===== src/rtl/jcs_pkg.sv =====
`timescale 1ns / 1ps
// ----------------------------------------------------------------------------
// jcs_pkg: shared types and constants of the JSONC comment stripper
// Character codes, lexical modes and the result flag group.
// ----------------------------------------------------------------------------
package jcs_pkg;

	localparam int CHAR_BITS_DEF = 16;
	localparam int OUT_DEPTH     = 4;

	localparam logic [7:0] U_QUOTE     = 8'h22;
	localparam logic [7:0] U_BACKSLASH = 8'h5C;
	localparam logic [7:0] U_SLASH     = 8'h2F;
	localparam logic [7:0] U_STAR      = 8'h2A;
	localparam logic [7:0] U_LF        = 8'h0A;
	localparam logic [7:0] U_CR        = 8'h0D;

	typedef enum logic [1:0] {
		MODE_NORMAL = 2'd0,
		MODE_LINE   = 2'd1,
		MODE_BLOCK  = 2'd2
	} mode_t;

	typedef struct packed {
		logic kept;
		logic last;
	} res_flags_t;

endpackage


===== src/rtl/jcs_lexer.sv =====
`timescale 1ns / 1ps
// ----------------------------------------------------------------------------
// jcs_lexer: lexical state and per-character result generation
// Updates comment/string state for one character and forms up to two results.
// ----------------------------------------------------------------------------
module jcs_lexer #(
	parameter int CHAR_BITS = jcs_pkg::CHAR_BITS_DEF
) (
	input  logic                  clk,
	input  logic                  arst_n,
	input  logic                  step,
	input  logic [CHAR_BITS-1:0]  in_char,
	input  logic                  in_last,
	output logic [CHAR_BITS-1:0]  r0_char,
	output jcs_pkg::res_flags_t   r0_flags,
	output logic [CHAR_BITS-1:0]  r1_char,
	output jcs_pkg::res_flags_t   r1_flags,
	output logic                  two_res
);

	localparam logic [CHAR_BITS-1:0] C_QUOTE = CHAR_BITS'(jcs_pkg::U_QUOTE);
	localparam logic [CHAR_BITS-1:0] C_BSL   = CHAR_BITS'(jcs_pkg::U_BACKSLASH);
	localparam logic [CHAR_BITS-1:0] C_SLASH = CHAR_BITS'(jcs_pkg::U_SLASH);
	localparam logic [CHAR_BITS-1:0] C_STAR  = CHAR_BITS'(jcs_pkg::U_STAR);
	localparam logic [CHAR_BITS-1:0] C_LF    = CHAR_BITS'(jcs_pkg::U_LF);
	localparam logic [CHAR_BITS-1:0] C_CR    = CHAR_BITS'(jcs_pkg::U_CR);

	jcs_pkg::mode_t mode_q, mode_d, mode_mid;
	logic str_q, str_d;
	logic bsl_q;
	logic hslash_q, hslash_d;
	logic hstar_q, hstar_d;
	logic consumed, emit_slash, emit_char, emit_tail;

	always_comb begin
		mode_mid   = mode_q;
		consumed   = 1'b0;
		emit_slash = 1'b0;
		emit_char  = 1'b0;
		hslash_d   = 1'b0;
		hstar_d    = 1'b0;
		str_d      = str_q;
		if (hslash_q) begin
			if (in_char == C_SLASH) begin
				mode_mid = jcs_pkg::MODE_LINE;
				consumed = 1'b1;
			end else if (in_char == C_STAR) begin
				mode_mid = jcs_pkg::MODE_BLOCK;
				consumed = 1'b1;
			end else begin
				emit_slash = 1'b1;
			end
		end else if (hstar_q) begin
			if (in_char == C_SLASH) begin
				mode_mid = jcs_pkg::MODE_NORMAL;
				consumed = 1'b1;
			end
		end
		mode_d = mode_mid;
		if (!consumed) begin
			case (mode_mid)
				jcs_pkg::MODE_LINE: begin
					if (in_char == C_LF || in_char == C_CR) begin
						mode_d    = jcs_pkg::MODE_NORMAL;
						emit_char = 1'b1;
					end
				end
				jcs_pkg::MODE_BLOCK: begin
					hstar_d = (in_char == C_STAR);
				end
				default: begin
					if (in_char == C_QUOTE && !bsl_q)
						str_d = !str_q;
					if (!str_d && in_char == C_SLASH)
						hslash_d = 1'b1;
					else
						emit_char = 1'b1;
				end
			endcase
		end
		emit_tail = in_last && hslash_d;
	end

	// pack the results in order: held slash, character, trailing slash
	always_comb begin
		r0_char  = '0;
		r0_flags = '0;
		r1_char  = '0;
		r1_flags = '0;
		two_res  = 1'b0;
		if (emit_slash) begin
			r0_char       = C_SLASH;
			r0_flags.kept = 1'b1;
			if (emit_char) begin
				r1_char       = in_char;
				r1_flags.kept = 1'b1;
				two_res       = 1'b1;
			end
		end else if (emit_char) begin
			r0_char       = in_char;
			r0_flags.kept = 1'b1;
		end else if (emit_tail) begin
			r0_char       = C_SLASH;
			r0_flags.kept = 1'b1;
		end
		if (in_last) begin
			if (two_res)
				r1_flags.last = 1'b1;
			else
				r0_flags.last = 1'b1;
		end
	end

	always_ff @(posedge clk or negedge arst_n) begin
		if (!arst_n) begin
			mode_q   <= jcs_pkg::MODE_NORMAL;
			str_q    <= 1'b0;
			bsl_q    <= 1'b0;
			hslash_q <= 1'b0;
			hstar_q  <= 1'b0;
		end else if (step) begin
			if (in_last) begin
				mode_q   <= jcs_pkg::MODE_NORMAL;
				str_q    <= 1'b0;
				bsl_q    <= 1'b0;
				hslash_q <= 1'b0;
				hstar_q  <= 1'b0;
			end else begin
				mode_q   <= mode_d;
				str_q    <= str_d;
				bsl_q    <= (in_char == C_BSL);
				hslash_q <= hslash_d;
				hstar_q  <= hstar_d;
			end
		end
	end

endmodule


===== src/rtl/jcs_out_fifo.sv =====
`timescale 1ns / 1ps
// ----------------------------------------------------------------------------
// jcs_out_fifo: result queue
// Takes up to two results per cycle and presents one per cycle to the sink while it is ready.
// ----------------------------------------------------------------------------
module jcs_out_fifo #(
	parameter int CHAR_BITS = jcs_pkg::CHAR_BITS_DEF,
	parameter int DEPTH     = jcs_pkg::OUT_DEPTH
) (
	input  logic                 clk,
	input  logic                 arst_n,
	input  logic                 push,
	input  logic                 push_two,
	input  logic [CHAR_BITS-1:0] w0_char,
	input  jcs_pkg::res_flags_t  w0_flags,
	input  logic [CHAR_BITS-1:0] w1_char,
	input  jcs_pkg::res_flags_t  w1_flags,
	output logic                 room_two,
	output logic                 rd_valid,
	input  logic                 rd_ready,
	output logic [CHAR_BITS-1:0] rd_char,
	output jcs_pkg::res_flags_t  rd_flags
);

	localparam int PW = $clog2(DEPTH);
	localparam int CW = $clog2(DEPTH + 1);

	logic [CHAR_BITS-1:0] char_q  [DEPTH];
	jcs_pkg::res_flags_t  flags_q [DEPTH];
	logic [PW-1:0]        wr_q, rd_q, wr_next;
	logic [CW-1:0]        cnt_q;
	logic                 pop;

	assign pop      = rd_valid && rd_ready;
	assign rd_valid = (cnt_q != '0);
	assign room_two = (cnt_q <= CW'(DEPTH - 2));
	assign rd_char  = char_q[rd_q];
	assign rd_flags = flags_q[rd_q];
	assign wr_next  = (wr_q == PW'(DEPTH - 1)) ? '0 : wr_q + 1'b1;

	always_ff @(posedge clk) begin
		if (push) begin
			char_q[wr_q]  <= w0_char;
			flags_q[wr_q] <= w0_flags;
			if (push_two) begin
				char_q[wr_next]  <= w1_char;
				flags_q[wr_next] <= w1_flags;
			end
		end
	end

	always_ff @(posedge clk or negedge arst_n) begin
		if (!arst_n) begin
			wr_q  <= '0;
			rd_q  <= '0;
			cnt_q <= '0;
		end else begin
			if (push) begin
				if (push_two)
					wr_q <= (wr_next == PW'(DEPTH - 1)) ? '0 : wr_next + 1'b1;
				else
					wr_q <= wr_next;
			end
			if (pop)
				rd_q <= (rd_q == PW'(DEPTH - 1)) ? '0 : rd_q + 1'b1;
			cnt_q <= cnt_q + (push ? (push_two ? CW'(2) : CW'(1)) : CW'(0))
				- (pop ? CW'(1) : CW'(0));
		end
	end

endmodule


===== src/rtl/jsonc_comment_stripper_top.sv =====
`timescale 1ns / 1ps
// An accepted input is registered in the input stage, then in the result queue.
// Throughput: one character per cycle while the result queue has room for two
// results; one character can yield two (a released slash plus the character).
// The 4-entry result queue sets the rate under backpressure.
// Reset: arst_n clears all lexical state and empties the input stage and queue.
// ----------------------------------------------------------------------------
// jsonc_comment_stripper_top: JSON-with-comments comment remover
// Streams characters in, drops line and block comments, streams kept ones out.
// ----------------------------------------------------------------------------
module jsonc_comment_stripper_top #(
	parameter int CHAR_BITS = jcs_pkg::CHAR_BITS_DEF,
	localparam int DW = ((CHAR_BITS + 7) / 8) * 8
) (
	input  logic          clk,
	input  logic          arst_n,
	input  logic          s_tvalid,
	output logic          s_tready,
	input  logic [DW-1:0] s_tdata,   // in_char
	input  logic          s_tlast,   // in_last
	output logic          m_tvalid,
	input  logic          m_tready,
	output logic [DW-1:0] m_tdata,   // out_char
	output logic          m_tuser,   // out_valid
	output logic          m_tlast    // out_last
);

	logic                 v_s1;
	logic [CHAR_BITS-1:0] char_s1;
	logic                 last_s1;
	logic                 fire;
	logic                 room_two;
	logic [CHAR_BITS-1:0] r0_char, r1_char, rd_char;
	jcs_pkg::res_flags_t  r0_flags, r1_flags, rd_flags;
	logic                 two_res;

	assign fire     = v_s1 && room_two;
	assign s_tready = !v_s1 || fire;

	always_ff @(posedge clk or negedge arst_n) begin
		if (!arst_n)
			v_s1 <= 1'b0;
		else if (s_tready)
			v_s1 <= s_tvalid;
	end

	always_ff @(posedge clk) begin
		if (s_tready && s_tvalid) begin
			char_s1 <= s_tdata[CHAR_BITS-1:0];
			last_s1 <= s_tlast;
		end
	end

	jcs_lexer #(
		.CHAR_BITS(CHAR_BITS)
	) u_lexer (
		.clk     (clk),
		.arst_n  (arst_n),
		.step    (fire),
		.in_char (char_s1),
		.in_last (last_s1),
		.r0_char (r0_char),
		.r0_flags(r0_flags),
		.r1_char (r1_char),
		.r1_flags(r1_flags),
		.two_res (two_res)
	);

	jcs_out_fifo #(
		.CHAR_BITS(CHAR_BITS),
		.DEPTH    (jcs_pkg::OUT_DEPTH)
	) u_out_fifo (
		.clk     (clk),
		.arst_n  (arst_n),
		.push    (fire && (r0_flags.kept || r0_flags.last)),
		.push_two(two_res),
		.w0_char (r0_char),
		.w0_flags(r0_flags),
		.w1_char (r1_char),
		.w1_flags(r1_flags),
		.room_two(room_two),
		.rd_valid(m_tvalid),
		.rd_ready(m_tready),
		.rd_char (rd_char),
		.rd_flags(rd_flags)
	);

	assign m_tdata = DW'(rd_char);
	assign m_tuser = rd_flags.kept;
	assign m_tlast = rd_flags.last;

endmodule

===== config.mk =====
export PLATFORM = sky130hd
export DESIGN_NAME = jsonc_comment_stripper_top
export DESIGN_NICKNAME = d
export VERILOG_FILES = /design/src/rtl/jcs_pkg.sv /design/src/rtl/jcs_lexer.sv /design/src/rtl/jcs_out_fifo.sv /design/src/rtl/jsonc_comment_stripper_top.sv
export SDC_FILE = /design/constraint.sdc
export NUM_CORES = 1
export LEC_CHECK = 0
export ABC_CLOCK_PERIOD_IN_PS = 4220
export CAP_MARGIN = 20
export CORE_MARGIN = 2
export CORE_UTILIZATION = 55
export DETAILED_ROUTE_END_ITERATION = 8
export DONT_BUFFER_PORTS = 1
export PLACE_DENSITY = 0.82
export SLEW_MARGIN = 20
export SYNTH_ARGS = -nofsm -noshare
export SYNTH_HDL_FRONTEND = slang
export SYNTH_HIERARCHICAL = 1
export SYNTH_SLANG_ARGS = --single-unit

===== constraint.sdc =====
create_clock -name clk -period 4.22 [get_ports clk]
set_input_delay 0.211 -clock clk [delete_from_list [all_inputs] [get_ports clk]]
set_output_delay 0.211 -clock clk [all_outputs]
set_load 0.1 [all_outputs]

==> qor.yml, run 1 <==
worst_setup_path:
  cp_top_family: "simple AND/OR/NAND/NOR gates"
  endpoint: "u_out_fifo/cnt_q[2]"
  r2r_slack_ns: 0.11
  path_buf_inv: 2
  crit_type: "reg -> reg"
  cp-end-kind: "flip-flop"
  critPathMaxStageDelay_ns: 0.60
  cp.required_ns: 4.47
  r2r_start: "char_s1[14]"
  cp_cell_sequence: "or4_4, nor4_4, o22ai_1, nor3_2, ha_4, nand3b_1, o21ai_2, or2_1, o21a_1, nand2_1, ha_1, inv_1, ha_1, inv_1, fa_1, xor2_1, xnor2_1"
  critPathArrivalTime_ns: 4.36
  rr_endpoint: "u_out_fifo/cnt_q[2]"
  crit_start: "char_s1[14]"
  crit_path_top_delay_cell: "or4_4"
  start_kind: "flip-flop"
  cp_max_fo: 6
  worst_r2r_path_depth: 17
  worst-path-stages: 17
synthesis:
  ys.flop_type: "edfxtp_1"
  yosysMostFrequentCell: "edfxtp_1"
  synth_edf_count: 89
  synth_top_area_cell: "edfxtp_1"
  syn-num-nets: 393
  yosysTopAreaCellShare_pct: 49.4
  netlist_instances: 359
  synthTopCellsByArea: "edfxtp_1 49%, mux2_2 15%, mux4_2 7.5%, dfrtp_1 6.5%, ha_1 2.8%"
  ys_types: 53
  synth_seq_cells: 103
  async_flop_share_pct: 13.6
  ys_seq_area_share_pct: 55.9
  syn_area_per_cell_um2: 15.1
  ys_warn_count: 6
  netlist_area_um2: 5410
  synthTopCellsByCount: "89 x edfxtp_1, 74 x mux2_2, 18 x mux4_2, 17 x and2_1, 16 x nor2b_1"
floorplanning:
  die_w_um: 103
  ios: 41
  coreArea_um2: 9640
  dieArea_um2: 10600
  rows: 36
  start_util_pct: 56.1
  die_h_um: 103
power:
  combPwrFrac_pct: 49.8
  p_leak_uw: 0.00220
  power.switching_uw: 1940
  p_seq_share_pct: 37.0
  switching_share_pct: 47.3
  max-vdd-ir-drop_v: 0.000709
  internal-power_uw: 2160
  power_frac_clock_pct: 13.3
  power.density_nw_per_um2: 662
place:
  dp_hpwl_um: 7180
  place_area_um2: 5730
  io_buffers: 0
  place.gp.congestion: 0.991
  dp_slack_ns: -0.0373
  dpl.cell_count: 505
global_routing:
  grt_pass1_vias: 3275
  grt-ovfl-total: 0
  grt_max_degree: 28
  grt_first_pass_wirelength_um: 17500
  antenna_found_initial: 0
  track_usage_pct: 22.4
clocking:
  cts_sinks: 103
  clk_transition_reported_paths_ns: 0.09
  root_buffer: "clkbuf_8"
  cts_buffers: 9
  clk_latency_ns: 0.37
  clockBufferDepth: 2
  cts_max_level: 3
  cts_tree: "done"
timing:
  layout_setup_ws_ns: 0.110
  tns_ns: 0
  slew_viol_final: 0
  period_needed_ns: 4.11
  fin_skew_ns: 0.0112
  worst_pin_slew_ns: 0.951
  fmax_ghz: 0.243
  hold_viol_final: 0
  slew_headroom_pct: 36.6
  period_share_pct: 97.4
  setup_viol: 0
worst_hold_path:
  hold_depth: 2
  hold_class: "in -> reg"
final_layout:
  fillers: 735
  fin_nets: 444
  final_area_um2: 6190
  area_delta_synth_final_pct: 14.4
  antenna_cells: 0
  regArea_um2: 3020
  final_cells: 548
  utilization_pct: 64.2
  drive_gt1_share_pct: 38.6
  multiInputGateArea_um2: 2290
detailed_routing:
  wl_per_cell_um: 20.2
  drc: 0
  ant_nets: 0
  first_pass_iters: 5
  drt_iter0_drc: 333
  via_count: 3239
  routed_via_density: 5.91
  wl_um: 11100
run:
  maxCapViolCount: 0
status:
  status: "completed"
==> worst min-delay path by stage <==
stage	from	endpoint	slack, ns
floorplan	arst_n	u_lexer/bsl_q	-0.08
global placement	arst_n	u_out_fifo/cnt_q[1]	-0.08
detailed placement	arst_n	u_out_fifo/cnt_q[1]	-0.08
global route	m_tready	u_out_fifo/rd_q[0]	0.13
CTS	m_tready	u_out_fifo/rd_q[0]	0.13
finish	m_tready	u_out_fifo/rd_q[0]	0.15
==> metal layers <==
metal / up-vias / GRT usage, % / share of wire [%]
met4: 0 / 8.20 / 1.6
li1: 1489 / - / -
met5: - / 0 / 0
met3: 18 / 4.44 / 7.2
met1: 1595 / 30.4 / 42
met2: 137 / 36.4 / 49
==> cells in the final DEF, fill, tap and decap left out, types with 3 or more instances in the layout <==
cell type	netlist	routed
a21o_1	5	5
a21oi_1	7	6
and2_1	17	17
buf_12	0	3
buf_4	5	32
clkbuf_1	1	3
clkbuf_8	0	9
dfrtp_1	14	14
dlygate4sd3_1	0	19
edfxtp_1	89	89
ha_1	12	11
inv_1	14	14
mux2_2	74	74
mux4_2	18	18
nand2_1	4	4
nand2b_1	4	4
nand3_1	4	4
nand3_2	3	3
nor2_1	10	9
nor2b_1	16	16
nor3b_1	3	3
o21ai_0	6	4
or4_4	2	3
xnor2_1	3	3
==> cells by family after synthesis <==
| kind of cell | synth area share (%) |
|---|---|
| compound gates | 4.35 |
| xor+xnor | 0.648 |
| fa+ha+maj | 3.15 |
| buf+inv | 2.71 |
| flops | 55.9 |
| mux | 22.9 |
| simple gates | 10.4 |
==> power by group through the flow <==
| stage | combinational (µW) | sequential (µW) | clock, µW |
|---|---|---|---|
| final | 2040 | 1520 | 543 |
| after CTS | 2040 | 1520 | 554 |
| after global routing | 2140 | 1540 | 593 |
| after floorplan | 1760 | 1480 | 0 |
| after global placement | 1970 | 1520 | 0 |
| after detailed placement | 2000 | 1540 | 0 |
==> state kept, by name, summed over array words and instances, names as in the netlist <==
name                cells
char_s1                16
last_s1                 1
u_out_fifo/wr_q         2
u_lexer/mode_q          2
u_lexer/hslash_q        1
u_out_fifo/cnt_q        3
u_lexer/str_q           1
u_out_fifo/char_q      64
u_lexer/bsl_q           1
u_lexer/hstar_q         1
u_out_fifo/rd_q         2
u_out_fifo/flags_q      8
v_s1                    1
==> cell type report <==
type / count / share of cell area [%]
Multi-Input combinational cell: 228 / 37.0
Clock inverter: 4 / 0.526
Inverter: 14 / 0.849
Sequential cell: 103 / 48.8
Timing Repair Buffer: 54 / 7.92
Clock buffer: 12 / 2.18
Tap cell: 133 / 2.69
==> repair_timing <==
| item | in CTS | in global routing |
|---|---|---|
| hold endpoints to repair | 32 | 0 |
| endpoints found under the setup margin | 1 | 112 |
| resized for setup | 2 | 10 |
| hold buffers | 19 | 0 |
| pin swaps | 0 | 10 |
| setup buffers | 2 | 6 |
==> per-stage QoR <==
step                power, µW  hold WS [ns]
floorplan                3250       -0.0846
finish                   4100         0.147
detailed placement       3540       -0.0843
global route             4280         0.134
CTS                      4120         0.131
global placement         3500       -0.0842
Power figures use the tool's default switching activity.
==> run 2: changes to the inputs <==
- GPL_TIMING_DRIVEN: not set -> 0
==> run 2 against run 1 <==
Wire length up 1.9%. Cell count rose by 2.6%. Total power is 3.2% higher. Global-route usage shrank 0.18 points. Non-clock buffer count grew 14. Setup slack worse by 0.021 ns. First-iteration DRC count fell by 36%. Critical path type unchanged. Critical endpoint is now u_out_fifo/char_q[3][10]. Highest routed layer unchanged.
==> qor.yml, run 2 (synthesis gave the netlist of run 1 again) <==
timing:
  fmax_ghz: 0.242  # -0.50%
  hold_viol_final: 0  # unchanged
  fin_skew_ns: 0.00969  # -0.00154 ns
  period_needed_ns: 4.13  # +0.0207 ns
  layout_setup_ws_ns: 0.0893  # -0.0207 ns
  period_share_pct: 97.9  # +0.49 points
  slew_viol_final: 0  # unchanged
  slew_headroom_pct: 38.0  # +1.5 points
  timing.hold.ws_ns: 0.206  # +0.0594 ns
  setup_viol: 0  # unchanged
  worst_pin_slew_ns: 0.929  # -0.0219 ns
final_layout:
  regMostFlops: "u_out_fifo/char_q"
  fin_nets: 458  # +3.2%
  drive_gt1_share_pct: 44.1  # +5.5 points
  reg.largest.list: "u_out_fifo/char_q (64), char_s1 (16), u_out_fifo/flags_q (8)"
  final_cell_mix: "89 x edfxtp_1, 74 x mux2_2, 35 x buf_4, 19 x dlygate4sd3_1, 18 x mux4_2"
  final_common_cell: "edfxtp_1"
  antenna_cells: 0  # unchanged
  largest_reg_flops: 64  # unchanged
  area_delta_synth_final_pct: 18.4
worst_setup_path:
  cp-end-kind: "flip-flop"
  critPathArrivalTime_ns: 4.26  # -0.10 ns
  crit_path_top_delay_cell: "or4_4"
  crit_type: "reg -> reg"
  crit_path_frequent_cell: "or4_4"
  cp_max_fo: 10  # +4
  critPathMaxStageDelay_ns: 0.61  # about the same
  cp_cell_sequence: "or4_4, or4_4, nor2_4, nor3_4, ha_4, o2111a_2, o21bai_4, or2_4, o21a_4, buf_4, nand3_2, buf_2, mux2_2"
  cp.required_ns: 4.35  # -0.12 ns
  worst_r2r_path_depth: 13  # -4
  start_kind: "flip-flop"
detailed_routing:
  maxUsedRoutingLayer: "met4"
  wl_met1_um: 4530  # -1.9%
  routed_via_density: 5.82  # -1.5%
  wl_per_cell_um: 20.0  # -0.64%
  wl_um: 11300  # +1.9%
  drt_iter0_drc: 212  # -36%
  via_count: 3271  # +0.99%
  first_pass_iters: 4  # -1
  ant_nets: 0  # unchanged
  met2_length_um: 5810  # +6.4%
  wl_met3_um: 704  # -11%
  drc: 0  # unchanged
floorplanning:
  die_h_um: 103  # unchanged
  die_w_um: 103  # unchanged
  ios: 41  # unchanged
  rows: 36  # unchanged
  coreArea_um2: 9640  # unchanged
  dieArea_um2: 10600  # unchanged
  start_util_pct: 56.1  # unchanged
worst_hold_path:
  hold_depth: 2  # unchanged
  hold_class: "in -> reg"
clocking:
  cts_buffers: 9  # unchanged
  clk_transition_reported_paths_ns: 0.10  # about the same
  cts_max_level: 3  # unchanged
  clockBufferDepth: 2  # unchanged
  clk_latency_ns: 0.37  # about the same
  root_buffer: "clkbuf_8"
  cts_tree: "done"
  cts_sinks: 103  # unchanged
global_routing:
  grt_pass1_vias: 3192  # -2.5%
  antenna_found_initial: 0  # unchanged
  track_usage_pct: 22.2  # -0.18 points
  grt-ovfl-total: 0  # unchanged
  grt_first_pass_wirelength_um: 17000  # -2.7%
  grt_max_degree: 18  # -36%
status:
  status: "completed"
place:
  dp_hpwl_um: 7330  # +2.1%
  dp_slack_ns: -0.618  # -0.580 ns
  io_buffers: 0  # unchanged
  place.gp.congestion: 0.888  # -10%
power:
  power.density_nw_per_um2: 660  # -0.28%
  max-vdd-ir-drop_v: 0.000611  # -14%
  p_leak_uw: 0.00230  # +4.6%
run:
  maxCapViolCount: 0  # unchanged
## run 2: cell types whose count changed in the layout (fill, tap and decap cells not counted), sizes merged
cell / delta
buf: +14
inv: +3
clkinvlp: -2
bufinv: +1
clkbuf: -1
clkinv: -1
## run 2: per-stage QoR
step           area (µm²)   TNS, ns  cells  total power [µW]  utilization (%)
6_report             6400         0    562              4230             66.4
2_1_floorplan        5410         0    359              3250                -
3_3_place_gp         5580    -81.48    492              3450             57.9
4_1_cts              6220         0    545              4190             64.5
5_1_grt              6400  -0.00945    562              4410             66.4
3_5_place_dp         5650    -23.91    496              3530             58.6
## run 2: worst paths after layout
check / slack, ns / from / end
max in group asynchronous: 3.46 / arst_n / u_out_fifo/rd_q[0]
min in group asynchronous: 0.32 / arst_n / u_out_fifo/cnt_q[2]
worst min-delay path: 0.21 / m_tready / u_out_fifo/rd_q[1]
worst min register to register: 0.50 / u_out_fifo/cnt_q[2] / u_out_fifo/cnt_q[2]
worst max-delay path: 0.09 / char_s1[11] / u_out_fifo/char_q[3][10]
worst max register to register: 0.09 / char_s1[11] / u_out_fifo/char_q[3][10]
## run 2: layer usage
metal	vias to the layer above	global-route usage (%)
met4	0	9.11
met3	17	4.23
met2	111	37.2
li1	1512	-
met5	-	0
met1	1631	28.7
## run 2: critical path, delay by kind of cell, from the launching register on
kind                       cells  cell delay [ns]
muxes                          1             0.40
buffers and inverters          2             0.48
DFF                            1             0.41
AOI/OAI and AO/OA              3             0.62
adders and majority gates      1             0.16
and+or+nand+nor                6             1.82
## run 2: what timing repair did
item                                    4_1_cts  5_1_grt
buffers inserted                             15       18
endpoints found under the hold margin        32        0
endpoints found under the setup margin      118       40
hold buffers                                 19        0
pin swaps                                     9       16
resized for setup                            18       11
## run 2: final cells by class
class	count	area [µm²]
sequential	103	3020
multi-input combinational	228	2380
inverter	14	52.6
clock buffer	11	131
timing repair buffer	56	494
fill	691	3240
buffer	12	93.8
clock inverter	5	63.8
tap	133	166
## run 2: power breakdown
| part | internal, µW | leakage [µW] | switching (µW) | total [µW] |
|---|---|---|---|---|
| registers | 1390 | 0.000990 | 104 | 1500 |
| clock network | 283 | 0.000100 | 345 | 628 |
| logic | 589 | 0.00121 | 1510 | 2100 |
==> run 3: changes to the inputs <==
- ABC_CLOCK_PERIOD_IN_PS: 4220 -> 4900
- PLACE_DENSITY: 0.82 -> 0.79
- clock period: 4.22 -> 4.9 ns (I/O delays scaled with it)
==> run 3 against run 2 <==
Combinational power fell by 17%. Sequential share of layout area increased by 2.2 points. Global-route usage is 0.086 points higher. Setup slack improved by 0.20 ns.
==> qor.yml, run 3 (synthesis gave the netlist of run 1 again) <==
clocking:
  root_buffer: "clkbuf_8"
  cts_buffers: 9  # unchanged
  clk_latency_ns: 0.38  # about the same
  cts_tree: "done"
  clk_transition_reported_paths_ns: 0.10  # about the same
  cts_max_level: 3  # unchanged
  cts_sinks: 103  # unchanged
  clockBufferDepth: 2  # unchanged
final_layout:
  area_delta_synth_final_pct: 13.1
  final_common_cell: "edfxtp_1"
  fillers: 730  # +5.6%
  regMostFlops: "u_out_fifo/char_q"
  antenna_cells: 0  # unchanged
  final_cell_mix: "89 x edfxtp_1, 74 x mux2_2, 19 x dlygate4sd3_1, 18 x mux4_2, 17 x and2_1"
  final_area_um2: 6120  # -4.5%
  largest_reg_flops: 64  # unchanged
  final_cells: 535  # -4.8%
  reg.largest.list: "u_out_fifo/char_q (64), char_s1 (16), u_out_fifo/flags_q (8)"
  drive_gt1_share_pct: 38.1  # -6.0 points
  fin_nets: 431  # -5.9%
place:
  place.gp.congestion: 0.882  # -0.68%
  io_buffers: 0  # unchanged
  dpl.cell_count: 496  # unchanged
  place_area_um2: 5650  # unchanged
  dp_hpwl_um: 7430  # +1.3%
floorplanning:
  die_h_um: 103  # unchanged
  rows: 36  # unchanged
  dieArea_um2: 10600  # unchanged
  coreArea_um2: 9640  # unchanged
  start_util_pct: 56.1  # unchanged
  die_w_um: 103  # unchanged
  ios: 41  # unchanged
worst_hold_path:
  hp-start: "m_tready"
  whs_endpoint: "u_out_fifo/rd_q[0]"
  hold_depth: 2  # unchanged
  hold_class: "in -> reg"
timing:
  fin_skew_ns: 0.00615  # -0.00354 ns
  setup_viol: 0  # unchanged
  hold_viol_final: 0  # unchanged
  period_needed_ns: 4.61  # +0.483 ns
  slew_viol_final: 0  # unchanged
  worst_pin_slew_ns: 0.930  # +0.000876 ns
  fmax_ghz: 0.217  # -10%
  timing.hold.ws_ns: 0.253  # +0.0464 ns
  slew_headroom_pct: 38.0  # -0.058 points
  period_share_pct: 94.1  # -3.7 points
global_routing:
  grt-ovfl-total: 0  # unchanged
  grt_first_pass_wirelength_um: 16900  # -0.69%
  grt_max_degree: 18  # unchanged
  use_met1_pct: 28.6  # -0.13 points
  met3_usage_pct: 3.76  # -0.47 points
  antenna_found_initial: 0  # unchanged
  grt_pass1_vias: 3208  # +0.50%
  grtUsageMet2_pct: 37.9  # +0.65 points
  gr-max-usage-layer: "met2"
  track_usage_pct: 22.3  # +0.086 points
power:
  power.density_nw_per_um2: 587  # -11%
  p_leak_uw: 0.00217  # -5.8%
  max-vdd-ir-drop_v: 0.000494  # -19%
detailed_routing:
  ant_nets: 0  # unchanged
  wl_per_cell_um: 20.4  # +2.0%
  drt_iter0_drc: 182  # -14%
  via_count: 3103  # -5.1%
  first_pass_iters: 4  # unchanged
  wl_um: 10900  # -2.9%
  routed_via_density: 5.80  # -0.35%
  drc: 0  # unchanged
status:
  status: "completed"
worst_setup_path:
  cp_max_fo: 10  # unchanged
  cp-end-kind: "flip-flop"
  critPathArrivalTime_ns: 4.88  # +0.62 ns
  r2r_start: "char_s1[15]"
  start_kind: "flip-flop"
  worst_r2r_path_depth: 18  # +5
  rr_endpoint: "u_out_fifo/cnt_q[2]"
  crit_type: "reg -> reg"
  r2r_slack_ns: 0.29  # +0.20 ns
  cp.required_ns: 5.17  # +0.82 ns
run:
  maxCapViolCount: 0  # unchanged
-- run 3: cell types whose count changed in the layout (fill, tap and decap cells not counted), moves of 2 or more --
| cell | delta |
|---|---|
| buf_4 | -26 |
| o21ai_0 | +2 |
| ha_1 | +3 |
| ha_4 | -2 |
| buf_6 | -2 |
-- run 3: cell type report --
cell class | count | area (µm²) | area share (%)
clock buffer | 10 | 138 | 2.25
clock inverter | 6 | 67.6 | 1.10
tap | 133 | 166 | 2.72
buffer | 14 | 93.8 | 1.53
inverter | 14 | 52.6 | 0.859
sequential | 103 | 3020 | 49.4
timing repair buffer | 27 | 280 | 4.58
multi-input combinational | 228 | 2300 | 37.5
-- run 3: through the flow --
step	worst slack, ns	utilization [%]	TNS [ns]	total power (µW)
2_1_floorplan	0.660	-	0	2790
3_3_place_gp	-0.446	57.8	-31.46	2980
3_5_place_dp	0.0484	58.6	0	3050
4_1_cts	0.0241	62.7	0	3610
5_1_grt	-0.0230	63.5	-0.0230	3750
6_report	0.287	63.5	0	3590
-- run 3: worst max-delay path by stage --
stage	startpoint	endpoint
after global placement	char_s1[10]	u_out_fifo/char_q[1][13]
after global routing	char_s1[10]	u_out_fifo/cnt_q[2]
after CTS	char_s1[10]	u_out_fifo/cnt_q[2]
final	char_s1[15]	u_out_fifo/cnt_q[2]
after floorplan	char_s1[10]	u_out_fifo/cnt_q[2]
after detailed placement	char_s1[10]	u_out_fifo/cnt_q[2]
-- run 3: per-layer routing --
layer / up-vias / wire, µm
li1: 1454 / -
met1: 1550 / 4590
met4: 0 / 166
met3: 12 / 506
met2: 87 / 5670
met5: - / 0
-- run 3: timing repair --
action | 4_1_cts | 5_1_grt
endpoints found under the setup margin | 1 | 14
cloned | 0 | 0
pin swaps | 0 | 3
buffers inserted | 0 | 4
hold buffers | 19 | 0
resized for setup | 1 | 10
endpoints found under the hold margin | 32 | 0
-- run 3: critical path: stages (launching register included) --
cell and delay, ns:
edfxtp_1 0.47, or4_4 0.62, or4_1 0.52, nor2_1 0.18, nor3_2 0.09, ha_1 0.39
nand3b_1 0.20, o21ai_4 0.10, or2_4 0.29, o21a_2 0.24, buf_4 0.18, nand2_1 0.10
ha_1 0.23, inv_1 0.06, ha_1 0.13, inv_1 0.05, fa_1 0.37, xor2_1 0.17
xnor2_1 0.13
-- run 3: power by group --
part           switching (µW)  internal, µW
registers                91.8          1200
logic                    1290           459
clock network             297           254
total                    1680          1910
